[config.mk]
export PLATFORM = sky130hd
export DESIGN_NAME = mme_mac
export DESIGN_NICKNAME = d
export VERILOG_FILES = /design/src/rtl/core/mme_pkg.sv /design/src/rtl/core/mme_mac.sv
export SDC_FILE = /design/constraint.sdc
export NUM_CORES = 1
export LEC_CHECK = 0
export BUFFER_PORTS_ARGS = -buffer_cell sky130_fd_sc_hd__clkbuf_2
export CORE_UTILIZATION = 45
export DETAILED_ROUTE_END_ITERATION = 10
export PLACE_DENSITY = 0.68
export SLEW_MARGIN = 20
export SYNTH_ARGS = -nofsm -noshare
export SYNTH_HDL_FRONTEND = slang
export SYNTH_SLANG_ARGS = --single-unit
[constraint.sdc]
create_clock -name clk -period 5.79 [get_ports clk]
set_input_delay 0.8685 -clock clk [delete_from_list [all_inputs] [get_ports clk]]
set_output_delay 0.8685 -clock clk [all_outputs]
set_load 0.005 [all_outputs]
[src/rtl/core/mme_pkg.sv]
`timescale 1ns / 1ps

package mme_pkg;

	localparam int MAX_DIM_DEF    = 16;
	localparam int DATA_WIDTH_DEF = 16;

	localparam int OP_W      = 2;
	localparam int IDX_W     = 4;
	localparam int CFG_W     = 5;
	localparam int CFG_IDX_W = 2;
	localparam int ACC_W     = 64;
	localparam int FRAC_W    = 8;

	localparam logic [CFG_W-1:0] CFG_RESET = CFG_W'(16);

	typedef enum logic [OP_W-1:0] {
		OP_WR_A    = 2'd0,
		OP_WR_B    = 2'd1,
		OP_COMPUTE = 2'd2
	} op_t;

	typedef enum logic [CFG_IDX_W-1:0] {
		REG_ROWS_A    = 2'd0,
		REG_INNER_DIM = 2'd1,
		REG_COLS_B    = 2'd2
	} cfg_reg_t;

	typedef enum logic [1:0] {
		ST_IDLE,
		ST_ISSUE,
		ST_DRAIN,
		ST_FINISH
	} state_t;

	typedef struct packed {
		logic clear;
		logic issue;
	} mac_ctl_t;

endpackage

[src/rtl/core/mme_mac.sv]
`timescale 1ns / 1ps

module mme_mac #(
	parameter int DW = 16
) (
	input  logic                  clk,
	input  logic                  arst_n,
	input  mme_pkg::mac_ctl_t     ctl,
	input  logic [DW-1:0]         a_data,
	input  logic [DW-1:0]         b_data,
	output logic                  busy,
	output logic signed [DW-1:0]  result
);
	import mme_pkg::*;

	localparam logic signed [ACC_W-1:0] HI = {{(ACC_W-DW+1){1'b0}}, {(DW-1){1'b1}}};
	localparam logic signed [ACC_W-1:0] LO = ~HI;
	localparam logic signed [ACC_W-1:0] ACC_MAX = {1'b0, {(ACC_W-1){1'b1}}};
	localparam logic signed [ACC_W-1:0] ACC_MIN = {1'b1, {(ACC_W-1){1'b0}}};

	logic                       rd_vld_s1;
	logic                       mul_vld_s2;
	logic signed [2*DW-1:0]     prod_s2;
	logic signed [ACC_W-1:0]    acc_q;
	logic signed [ACC_W-1:0]    prod_ext;
	logic signed [ACC_W-1:0]    sum;
	logic signed [ACC_W-1:0]    sum_sat;
	logic signed [ACC_W-1:0]    shifted;

	always_ff @(posedge clk or negedge arst_n) begin
		if (!arst_n) begin
			rd_vld_s1  <= 1'b0;
			mul_vld_s2 <= 1'b0;
		end else begin
			rd_vld_s1  <= ctl.issue;
			mul_vld_s2 <= rd_vld_s1;
		end
	end

	always_ff @(posedge clk) begin
		prod_s2 <= $signed(a_data) * $signed(b_data);
	end

	always_comb begin
		prod_ext = ACC_W'(prod_s2);
		sum      = acc_q + prod_ext;
		sum_sat  = sum;
		if (acc_q[ACC_W-1] == prod_ext[ACC_W-1] && sum[ACC_W-1] != acc_q[ACC_W-1]) begin
			sum_sat = prod_ext[ACC_W-1] ? ACC_MIN : ACC_MAX;
		end
	end

	always_ff @(posedge clk) begin
		if (ctl.clear) begin
			acc_q <= '0;
		end else if (mul_vld_s2) begin
			acc_q <= sum_sat;
		end
	end

	always_comb begin
		shifted = acc_q >>> FRAC_W;
		if (shifted > HI) begin
			result = HI[DW-1:0];
		end else if (shifted < LO) begin
			result = LO[DW-1:0];
		end else begin
			result = shifted[DW-1:0];
		end
	end

	assign busy = rd_vld_s1 | mul_vld_s2;

endmodule

==> impl_results.md, run 1 <==
- Final core area utilization: 0.545
- Outcome: complete, but fails checks
- Post-Synth XOR/XNOR Area: 0.0464
- # rows: 70
- Min-Delay Path Class: in2async
- Critical Path End Type: flip-flop
- Initial antenna violation count: 0
- Share of cells above drive strength 1: 0.182
- CTS tree: yes
- Mean Syn Cell Area: 8.49 µm²
- Kind of critical path: in2reg
- Max Root-Sink Buffers: 2
- Synth async-reset ratio: 0.0204
- Synth warn: 0
- Commonest non-fill, non-tap cell in the layout: inv_1
- Simple-gate share of the synthesized area: 0.173
- FF+latch area: 0.00197 mm²
- Critical Path Source Type: primary input
- Final Cell Area: between 0.02 and 0.025 mm²
- Clock transition at the registers of the reported paths: about 70 ps
- Mean routed wirelength per cell: ~16 µm
- Slew HR: 0.339
- Complex-gate fraction of the synthesized area: 0.145
- Post-synth EDFFs: 0
- I/O pins: 53
- Tightest Pin Transition: 983 ps
- Critical Path AT: 6510 ps
- Root buffer cell: clkbuf_16
- Post-Syn Area: about 0.017 mm²
- Tcrit/Tclk final: 1.07
- GRT Total Usage: 0.233
- Clock latency at the later pin of the worst-skew pair: between 300 and 400 ps
- Largest net degree at the start of global routing: between 60 and 70
- HPWL Detailed: approximately 35 mm
- H-Tree Depth: 3
- Worst setup margin: -429 ps
- Fillcell total: roughly 3300
- Final Hold Viols: 0
- Core region area: 0.0369 mm²
- Seq/Total Area, Yosys: 0.116
- Unique masters post-synth: a little over 80
- Max-slew violations: 0
- Num CTS Buffers: 9
- Post-Synth Adder-Cell Area: 0.418
- Violated checks: setup timing
- Max_cap viols: 0
- Setup_tns: -2590 ps
- Die width: a little under 200 µm
- Largest family of logic cells by synthesized area: adder cells
- Critical Path Fanout Max: 5
- Overflow after GRT: 0
- Final number of setup-violating endpoints: 11
- Clk sink count: 98
- Top FF cell, synth: dfxtp_1
- Drt first pass iters: 5
- Multi-input gate area: 0.0137 mm²
- Post-synth net total: about 2400
- Fin crit period: between 6000 and 7000 ps
- Buffers on Ports: 52
- DRT Wirelength: between 40 and 50 mm
- WP data required: 6080 ps
- FMAX: about 0.16 GHz
- Most frequent cells in the layout: 333 x inv_1, 248 x fa_1, 177 x nand2_1, 165 x buf_4, 138 x a21oi_1
- Initial DRC count: approximately 760
- RSZ-0062 raised after global routing: yes
- Clk_skew: approximately 7.8 ps
- DR vias/cell: about 5.3
- Vias in the first global route: 14857
- Starting Density: 0.460
- Gpl congestion: 0.922
- First-pass GRT wire length: between 70 and 80 mm
- Placed cell area: ~0.019 mm²
- Routed vias: about 14000
- Diodes inserted: 0
- Drt drc: 0
- Die Ht: 196 µm
- Post-route ant nets: 0
- Synthesis-to-layout area growth: 18.4%
- Register bit total from synthesis: a little under 100
- Mux contribution to synthesized area: 0.00177
- Nets: 2623
- Die area: ~0.039 mm²
- Cell count after synthesis: 2000
## cells in the mapped netlist, types with 11 or more instances
cell	count	share of area
clkbuf_1	66	0.015
xor2_1	33	0.017
nand2_1	184	0.041
nor3_1	48	0.014
nand3_1	22	0.0065
ha_1	145	0.11
and2_1	134	0.049
a31oi_1	11	0.0041
o21bai_1	20	0.0088
nand4_1	25	0.0092
a21oi_1	144	0.042
fa_1	264	0.31
dfxtp_1	96	0.11
xnor2_1	57	0.029
inv_1	355	0.078
o21ai_0	70	0.021
nor4_1	16	0.0059
a21o_1	47	0.021
nor2_1	100	0.022
## critical path, stage by stage
cell      delay [ps]
buf_8            110
and2_4           150
fa_1             550
inv_2             40
fa_2             540
fa_2             440
fa_1             510
inv_1             50
fa_1             480
inv_2             40
fa_2             530
inv_2             40
ha_4             140
a21o_1           170
a21o_1           160
a221oi_2         230
o21ai_2          120
o311ai_4         280
a21oi_2          110
a2111o_1         430
a41o_1           240
a21oi_2          140
xnor2_1          130
## per-layer routing
layer  routed length (µm)  up-vias  track usage
met5                    0        -            0
met4                  949        0       0.0619
met3                 1960       65       0.0227
met2                20900      355        0.398
met1                19400     6939        0.314
li1                     -     6817            -
## stage by stage
stage	hold slack [ps]	setup slack (ps)	std cells
2_1_floorplan	346	-627	2000
3_3_place_gp	358	-934	2646
3_5_place_dp	369	-1010	2646
4_1_cts	272	-428	2673
5_1_grt	268	-639	2687
6_report	278	-429	2687
## cell type report
| cell class | instances | area share |
|---|---|---|
| repair buffers | 245 | 0.104 |
| multi-input cells | 1469 | 0.683 |
| flip-flops and latches | 98 | 0.0982 |
| inverters | 355 | 0.0666 |
| well taps | 504 | 0.0314 |
| clock buffers | 11 | 0.0116 |
| clock inverters | 5 | 0.00548 |
## cell families after synthesis
family / after synthesis
adder cells (fa/ha/maj): 409
buffers and inverters: 433
AND/OR/NAND/NOR: 587
XOR/XNOR: 90
multiplexers: 3
flip-flops: 98
AO/OA/AOI/OAI: 380
## sequential cells by signal, indices dropped and copies added (netlist names)
signal and count:
rd_vld_s1 1, mul_vld_s2 1, acc_q 64, prod_s2 32
## path summary, 6_finish.rpt
check / from / to / slack, ps / cells past startpoint
worst max-delay path: a_data[7] / prod_s2[31] / -430 / 23
worst min-delay path: arst_n / rd_vld_s1 / 280 / 1
worst max register to register: prod_s2[31] / acc_q[15] / 430 / 16
worst min register to register: rd_vld_s1 / mul_vld_s2 / 380 / 0
max in group asynchronous: arst_n / mul_vld_s2 / 5410 / 1
min in group clk: rd_vld_s1 / mul_vld_s2 / 380 / 0
## repair_timing
action | in CTS | in global routing
buffers inserted | 11 | 16
gates resized for setup | 78 | 71
endpoints found under the setup margin | 12 | 17
hold buffers | 0 | 0
pin swaps | 63 | 54
gates cloned | 0 | 2
Power of run 1 is not shown: default switching activity piles up to over one toggle a cycle in this logic, so the estimate is an artifact.
==> run 2, diff against run 1 <==
--- a/config.mk
+++ b/config.mk
@@ -6,9 +6,11 @@
 export NUM_CORES = 1
 export LEC_CHECK = 0
 export BUFFER_PORTS_ARGS = -buffer_cell sky130_fd_sc_hd__clkbuf_2
+export CORE_ASPECT_RATIO = 0.9
 export CORE_UTILIZATION = 45
 export DETAILED_ROUTE_END_ITERATION = 10
-export PLACE_DENSITY = 0.68
+export GPL_ROUTABILITY_DRIVEN = 0
+export PLACE_DENSITY = 0.7
 export SLEW_MARGIN = 20
 export SYNTH_ARGS = -nofsm -noshare
 export SYNTH_HDL_FRONTEND = slang
==> constraint.sdc (replaced) <==
create_clock -name clk -period 5.2 [get_ports clk]
set_input_delay 0.78 -clock clk [delete_from_list [all_inputs] [get_ports clk]]
set_output_delay 0.78 -clock clk [all_outputs]
set_load 0.005 [all_outputs]
==> impl_results.md, run 2 (synthesis results as in run 1) <==
- Outcome: complete, but fails checks (unchanged)
- Violated checks: setup timing (unchanged)
- Commonest non-fill, non-tap cell in the layout: inv_1 (unchanged)
- Top Metal Used: met4 (unchanged)
- RR Endpoint: acc_q[35] (was acc_q[15])
- CP Cell Sequence: buf_8 -> buf_6 -> and2_4 -> fa_1 -> inv_2 -> fa_2 -> fa_2 -> fa_1 -> inv_1 -> fa_1 -> inv_2 -> fa_2 -> inv_2 -> ha_4 -> a21o_1 -> a21o_1 -> a221oi_4 -> o21ai_2 -> o311ai_4 -> a21oi_2 -> a2111o_1 -> a41o_1 -> a21oi_2 -> xnor2_1 (was buf_8 -> and2_4 -> fa_1 -> inv_2 -> fa_2 -> fa_2 -> fa_1 -> inv_1 -> fa_1 -> inv_2 -> fa_2 -> inv_2 -> ha_4 -> a21o_1 -> a21o_1 -> a221oi_2 -> o21ai_2 -> o311ai_4 -> a21oi_2 -> a2111o_1 -> a41o_1 -> a21oi_2 -> xnor2_1)
- # rows: 67 (was 70)
- Kind of critical path: in2reg (unchanged)
- Critical Path Fanout Max: 5 (unchanged)
- FMAX: 0.161 GHz
- Worst setup margin: -1010 ps (was -429 ps)
- Nets: 2628 (was 2623)
- Post-route ant nets: 0 (unchanged)
- Drt first pass iters: 7 (was 5)
- Critical Path Source Type: primary input (unchanged)
- First-pass GRT wire length: 71.9 mm (was 72.8 mm)
- CP Capture Point: prod_s2[31] (unchanged)
- Critical Path AT: 6490 ps (was 6510 ps)
- Max_cap viols: 0 (unchanged)
- Clk_skew: 10.3 ps (was 7.85 ps)
- Max-slew violations: 0 (unchanged)
- Reg2reg start: prod_s2[31] (unchanged)
- WP data required: 5480 ps (was 6080 ps)
- DR vias/cell: 5.38 (was 5.28)
- Clock transition at the registers of the reported paths: 80 ps (was 70 ps)
- Clk sink count: 98 (unchanged)
- Drt drc: 0 (unchanged)
- Min-Delay Path Class: in2async (unchanged)
- Critical Path End Type: flip-flop (unchanged)
- DRT Wirelength: 41.9 mm (was 43.3 mm)
- Slowest cell on crit path: fa_2 (was fa_1)
- HPWL Detailed: 34.2 mm (was 35.1 mm)
- Most frequent cells in the layout: 329 x inv_1, 254 x fa_1, 174 x nand2_1, 173 x buf_4, 132 x a21oi_1 (was 333 x inv_1, 248 x fa_1, 177 x nand2_1, 165 x buf_4, 138 x a21oi_1)
- Initial antenna violation count: 0 (unchanged)
- Num CTS Buffers: 9 (unchanged)
- Die area: 0.0385 mm² (about the same)
- Core region area: 0.0372 mm² (was 0.0369 mm²)
- Largest stage delay, worst path: 530 ps (was 550 ps)
- Biggest register: acc_q (unchanged)
- Overflow after GRT: 0 (unchanged)
- Largest net degree at the start of global routing: 42 (was 67)
- GRT Total Usage: 0.230 (was 0.233)
- FF-to-FF setup slack: 350 ps (was 430 ps)
- Buffers on Ports: 52 (unchanged)
- I/O pins: 53 (unchanged)
- Routed vias: 14381 (was 14176)
- Diodes inserted: 0 (unchanged)
- CTS tree: yes (unchanged)
- Die Ht: 186 µm (was 196 µm)
- Clock latency at the later pin of the worst-skew pair: 350 ps (was 360 ps)
- Die width: 207 µm (was 196 µm)
- Max Root-Sink Buffers: 2 (unchanged)
- M1 WL: 18.2 mm (was 19.4 mm)
- Tcrit/Tclk final: 1.20
- WL met3: 2.23 mm (was 1.96 mm)
- Critical path launch point: b_data[6] (was a_data[7])
- Vias in the first global route: 15067 (was 14857)
- Final core area utilization: 0.540 (was 0.545)
- R2R depth: 18 (was 16)
- Largest registers: acc_q (64), prod_s2 (32) (unchanged)
- Final number of setup-violating endpoints: 19 (was 11)
- Synthesis-to-layout area growth: 18.5% (was 18.4%)
- Max FFs per register: 64 (unchanged)
- Slew HR: 0.348 (was 0.339)
- Mean routed wirelength per cell: 15.7 µm (was 16.1 µm)
- Share of cells above drive strength 1: 0.193 (was 0.182)
- Cts hold-fix bufs: 0 (unchanged)
- Met2 WL: 20.3 mm (was 20.9 mm)
- Final Hold Viols: 0 (unchanged)
- Fin crit period: a little over 6000 ps
- RSZ-0062 raised after global routing: yes (unchanged)
- Starting Density: 0.456 (was 0.460)
- Initial DRC count: 953 (was 755)
- H-Tree Depth: 3 (unchanged)
- Root buffer cell: clkbuf_16 (unchanged)
- Tightest Pin Transition: 973 ps (was 983 ps)
[run 2: changes by cell type in the layout (fill, tap and decap cells not counted), moves of 6 or more]
cell	before	now
buf_4	165	173
a21oi_2	7	13
a21oi_1	138	132
inv_2	20	26
fa_1	248	254
ha_1	134	128
buf_6	20	27
fa_2	16	10
[run 2: metal layers]
layer,vias up,GRT usage
met5,-,0
met4,0,0.0610
met3,79,0.0258
met2,384,0.398
met1,7099,0.306
li1,6819,-
[run 2: final cells by class]
type / instances / area, µm²
timing repair buffer: 250 / 2070
tap: 483 / 604
fill: 3380 / 17100
inverter: 355 / 1330
clock inverter: 6 / 56.3
multi-input combinational: 1469 / 13800
sequential: 98 / 1970
clock buffer: 10 / 239
[run 2: how the worst min path moves through the flow]
stage                     depth (start not counted)          to  slack (ps)
after floorplan                                   0  mul_vld_s2         350
after global placement                            0  mul_vld_s2         360
after detailed placement                          0  mul_vld_s2         360
after CTS                                         1  mul_vld_s2         200
after global routing                              1   rd_vld_s1         200
final                                             1   rd_vld_s1         210
[run 2: what timing repair did]
action / CTS / global route
setup buffers: 11 / 14
pin swaps: 73 / 110
endpoints found under the setup margin: 21 / 35
hold endpoints to repair: 0 / 0
gates resized for setup: 71 / 105
[run 2: metrics by stage]
stage          hold slack (ps)  TNS (ps)  setup WS, ps  cells  cell area, µm²
3_5_place_dp               365    -20760         -1530   2638           19100
5_1_grt                    196    -14460         -1190   2671           20100
6_report                   207    -10790         -1010   2671           20100
4_1_cts                    199    -10610         -1020   2663           19700
3_3_place_gp               358    -20160         -1490   2638           19100
2_1_floorplan              346     -9250         -1130   2000           17400
[run 2: worst max-delay path, delay by kind of cell]
family / cells / cell delay, ps
compound gates: 9 / 1930
xor+xnor: 1 / 130
simple gates: 1 / 130
fa+ha+maj: 7 / 3110
buf+inv: 6 / 400
Power of run 2 is left out for the same reason.
==> run 3, diff against run 2 <==
--- a/config.mk
+++ b/config.mk
@@ -5,12 +5,12 @@
 export SDC_FILE = /design/constraint.sdc
 export NUM_CORES = 1
 export LEC_CHECK = 0
-export BUFFER_PORTS_ARGS = -buffer_cell sky130_fd_sc_hd__clkbuf_2
 export CORE_ASPECT_RATIO = 0.9
 export CORE_UTILIZATION = 45
 export DETAILED_ROUTE_END_ITERATION = 10
+export DONT_BUFFER_PORTS = 1
 export GPL_ROUTABILITY_DRIVEN = 0
-export PLACE_DENSITY = 0.7
+export PLACE_DENSITY = 0.69
 export SLEW_MARGIN = 20
 export SYNTH_ARGS = -nofsm -noshare
 export SYNTH_HDL_FRONTEND = slang
==> impl_results.md, run 3 (synthesis results as in run 1) <==
- Die Ht: 186 µm (unchanged)
- WP data required: 5480 ps (about the same)
- R2R depth: 17 (was 18)
- Nets: 2501 (was 2628)
- Max FFs per register: 64 (unchanged)
- I/O pins: 53 (unchanged)
- Final Cell Area: 0.0189 mm² (was 0.0201 mm²)
- Drt drc: 2 (was 0)
- Fin crit period: 6120 ps (was 6210 ps)
- Critical Path End Type: flip-flop (unchanged)
- H-Tree Depth: 3 (unchanged)
- Overflow after GRT: 0 (unchanged)
- Most frequent cells in the layout: 341 x inv_1, 256 x fa_1, 180 x nand2_1, 135 x a21oi_1, 132 x ha_1 (was 329 x inv_1, 254 x fa_1, 174 x nand2_1, 173 x buf_4, 132 x a21oi_1)
- Clk sink count: 98 (unchanged)
- Kind of critical path: in2reg (unchanged)
- Post-route ant nets: 0 (unchanged)
- Biggest register: acc_q (unchanged)
- Initial DRC count: 1006 (was 953)
- GRT Total Usage: 0.234 (was 0.230)
- Clock transition at the registers of the reported paths: 70 ps (was 80 ps)
- Violated checks: DRC, setup timing (was setup timing)
- # rows: 67 (unchanged)
- Routed vias: 13961 (was 14381)
- CTS tree: yes (unchanged)
- Worst hold margin: 103 ps (was 207 ps)
- Root buffer cell: clkbuf_16 (unchanged)
- Drt first pass iters: 10 (was 7)
- Core region area: 0.0372 mm² (unchanged)
- Max-slew violations: 0 (unchanged)
- HPWL Detailed: 33.6 mm (was 34.2 mm)
- Final Hold Viols: 0 (unchanged)
- RR Endpoint: acc_q[52] (was acc_q[35])
- Clk_skew: 13.6 ps (was 10.3 ps)
- Slew HR: 0.352 (was 0.348)
- Multi-input gate area: 0.0137 mm² (was 0.0138 mm²)
- Diodes inserted: 0 (unchanged)
- DP Worst Slack: -1390 ps (was -1530 ps)
- RSZ-0062 raised after global routing: yes (unchanged)
- Die area: 0.0385 mm² (unchanged)
- Placed cell area: 0.0183 mm² (was 0.0191 mm²)
- Synthesis-to-layout area growth: 11.5% (was 18.5%)
- Slowest cell on crit path: fa_1 (was fa_2)
- Critical Path Source Type: primary input (unchanged)
- Buf/Inv on CP: 4 (was 6)
- Largest net degree at the start of global routing: 49 (was 42)
- Die width: 207 µm (unchanged)
- Min-Delay Path Class: in2async (unchanged)
- Initial antenna violation count: 0 (unchanged)
- Largest delay share family, worst path: adder cells (unchanged)
- Max_cap viols: 0 (unchanged)
- Starting Density: 0.456 (unchanged)
- Critical Path AT: 6410 ps (was 6490 ps)
- FF-to-FF setup slack: 120 ps (was 350 ps)
- Buffers on Ports: 0 (was 52)
- Final number of setup-violating endpoints: 16 (was 19)
- Commonest non-fill, non-tap cell in the layout: inv_1 (unchanged)
- First-pass GRT wire length: 72.1 mm (was 71.9 mm)
- Tightest Pin Transition: 967 ps (was 973 ps)
- Vias in the first global route: 15017 (was 15067)
- Mean routed wirelength per cell: 16.6 µm (was 15.7 µm)
- Share of cells above drive strength 1: 0.124 (was 0.193)
- FF+latch area: 0.00197 mm² (unchanged)
- Worst setup margin: -924 ps (was -1010 ps)
- Num CTS Buffers: 9 (unchanged)
- Fillcell total: 3408 (was 3380)
- Max Root-Sink Buffers: 2 (unchanged)
- Largest registers: acc_q (64), prod_s2 (32) (unchanged)
- Tcrit/Tclk final: 1.18 (was 1.20)
- Largest stage delay, worst path: 550 ps (was 530 ps)
- CP Cell Sequence: and2_4 -> fa_1 -> inv_2 -> fa_2 -> fa_2 -> fa_1 -> inv_1 -> fa_1 -> inv_2 -> fa_2 -> inv_2 -> ha_4 -> a21o_1 -> a21o_1 -> a221oi_2 -> o21ai_2 -> o311ai_4 -> a21oi_2 -> a2111o_1 -> a41o_1 -> a21oi_2 -> xnor2_1 (was buf_8 -> buf_6 -> and2_4 -> fa_1 -> inv_2 -> fa_2 -> fa_2 -> fa_1 -> inv_1 -> fa_1 -> inv_2 -> fa_2 -> inv_2 -> ha_4 -> a21o_1 -> a21o_1 -> a221oi_4 -> o21ai_2 -> o311ai_4 -> a21oi_2 -> a2111o_1 -> a41o_1 -> a21oi_2 -> xnor2_1)
- Clock latency at the later pin of the worst-skew pair: 370 ps (was 350 ps)
- Outcome: complete, but fails checks (unchanged)
- DRT Wirelength: 42.4 mm (was 41.9 mm)
- Critical Path Fanout Max: 16 (was 5)
- FMAX: 0.163 GHz (was 0.161 GHz)
- DR vias/cell: 5.49 (was 5.38)
- Reg2reg start: prod_s2[31] (unchanged)
run 3: cell types whose count changed in the layout (fill, tap and decap cells not counted), moves of 5 or more:
cell | previous run | this run
buf_4 | 173 | 110
clkbuf_2 | 28 | 0
buf_6 | 27 | 11
inv_2 | 26 | 13
inv_1 | 329 | 341
and2_4 | 22 | 11
and2_1 | 112 | 122
clkbuf_8 | 8 | 0
nand2_1 | 174 | 180
clkbuf_4 | 5 | 0
nand2_2 | 8 | 3
run 3: what timing repair did:
action                     4_1_cts  5_1_grt
hold buffers                     0        0
pin swaps                       30       18
gates resized for setup         34       19
setup buffers                   12        5
setup endpoints to repair       16       82
gates cloned                     0        0
run 3: area by class of cell:
class / count / share of cell area
clock inverter: 7 / 0.00569
timing repair buffer: 123 / 0.0523
multi-input combinational: 1469 / 0.723
clock buffer: 9 / 0.0119
sequential: 98 / 0.104
inverter: 355 / 0.0706
tap: 483 / 0.0319
run 3: worst max path at each step:
stage | end | cells past startpoint | slack (ps) | startpoint
after floorplan | prod_s2[31] | 23 | -1130 | a_data[6]
final | prod_s2[31] | 22 | -920 | b_data[4]
after global placement | prod_s2[31] | 21 | -1300 | b_data[6]
after detailed placement | prod_s2[31] | 21 | -1390 | b_data[6]
after global routing | prod_s2[31] | 22 | -1110 | b_data[4]
after CTS | prod_s2[31] | 22 | -910 | b_data[4]
run 3: worst register-to-register path, stage by stage (launching register included):
cell	delay, ps
dfxtp_1	650
buf_4	410
ha_1	370
a21oi_1	230
o21ai_0	180
a2111oi_2	360
o221a_2	310
a21oi_2	80
o41ai_2	410
o21ai_0	150
a21oi_1	200
fa_1	440
or3_1	370
and2_1	190
a21oi_1	120
buf_4	280
o221ai_1	160
a21oi_1	120
run 3: per-stage QoR:
step | setup TNS (ps) | std cells | util
floorplan | -9250 | 2000 | -
global placement | -14870 | 2517 | 0.492
detailed placement | -15850 | 2517 | 0.492
CTS | -7810 | 2540 | 0.506
global route | -24080 | 2544 | 0.508
finish | -8770 | 2544 | 0.508
run 3: routing by layer:
| layer | part of all wire | up-vias | track usage |
|---|---|---|---|
| met3 | 0.065 | 79 | 0.0427 |
| met4 | 0.028 | 0 | 0.0660 |
| li1 | - | 6569 | - |
| met1 | 0.42 | 6900 | 0.292 |
| met5 | 0 | - | 0 |
| met2 | 0.49 | 413 | 0.411 |
Power of run 3 is left out for the same reason.
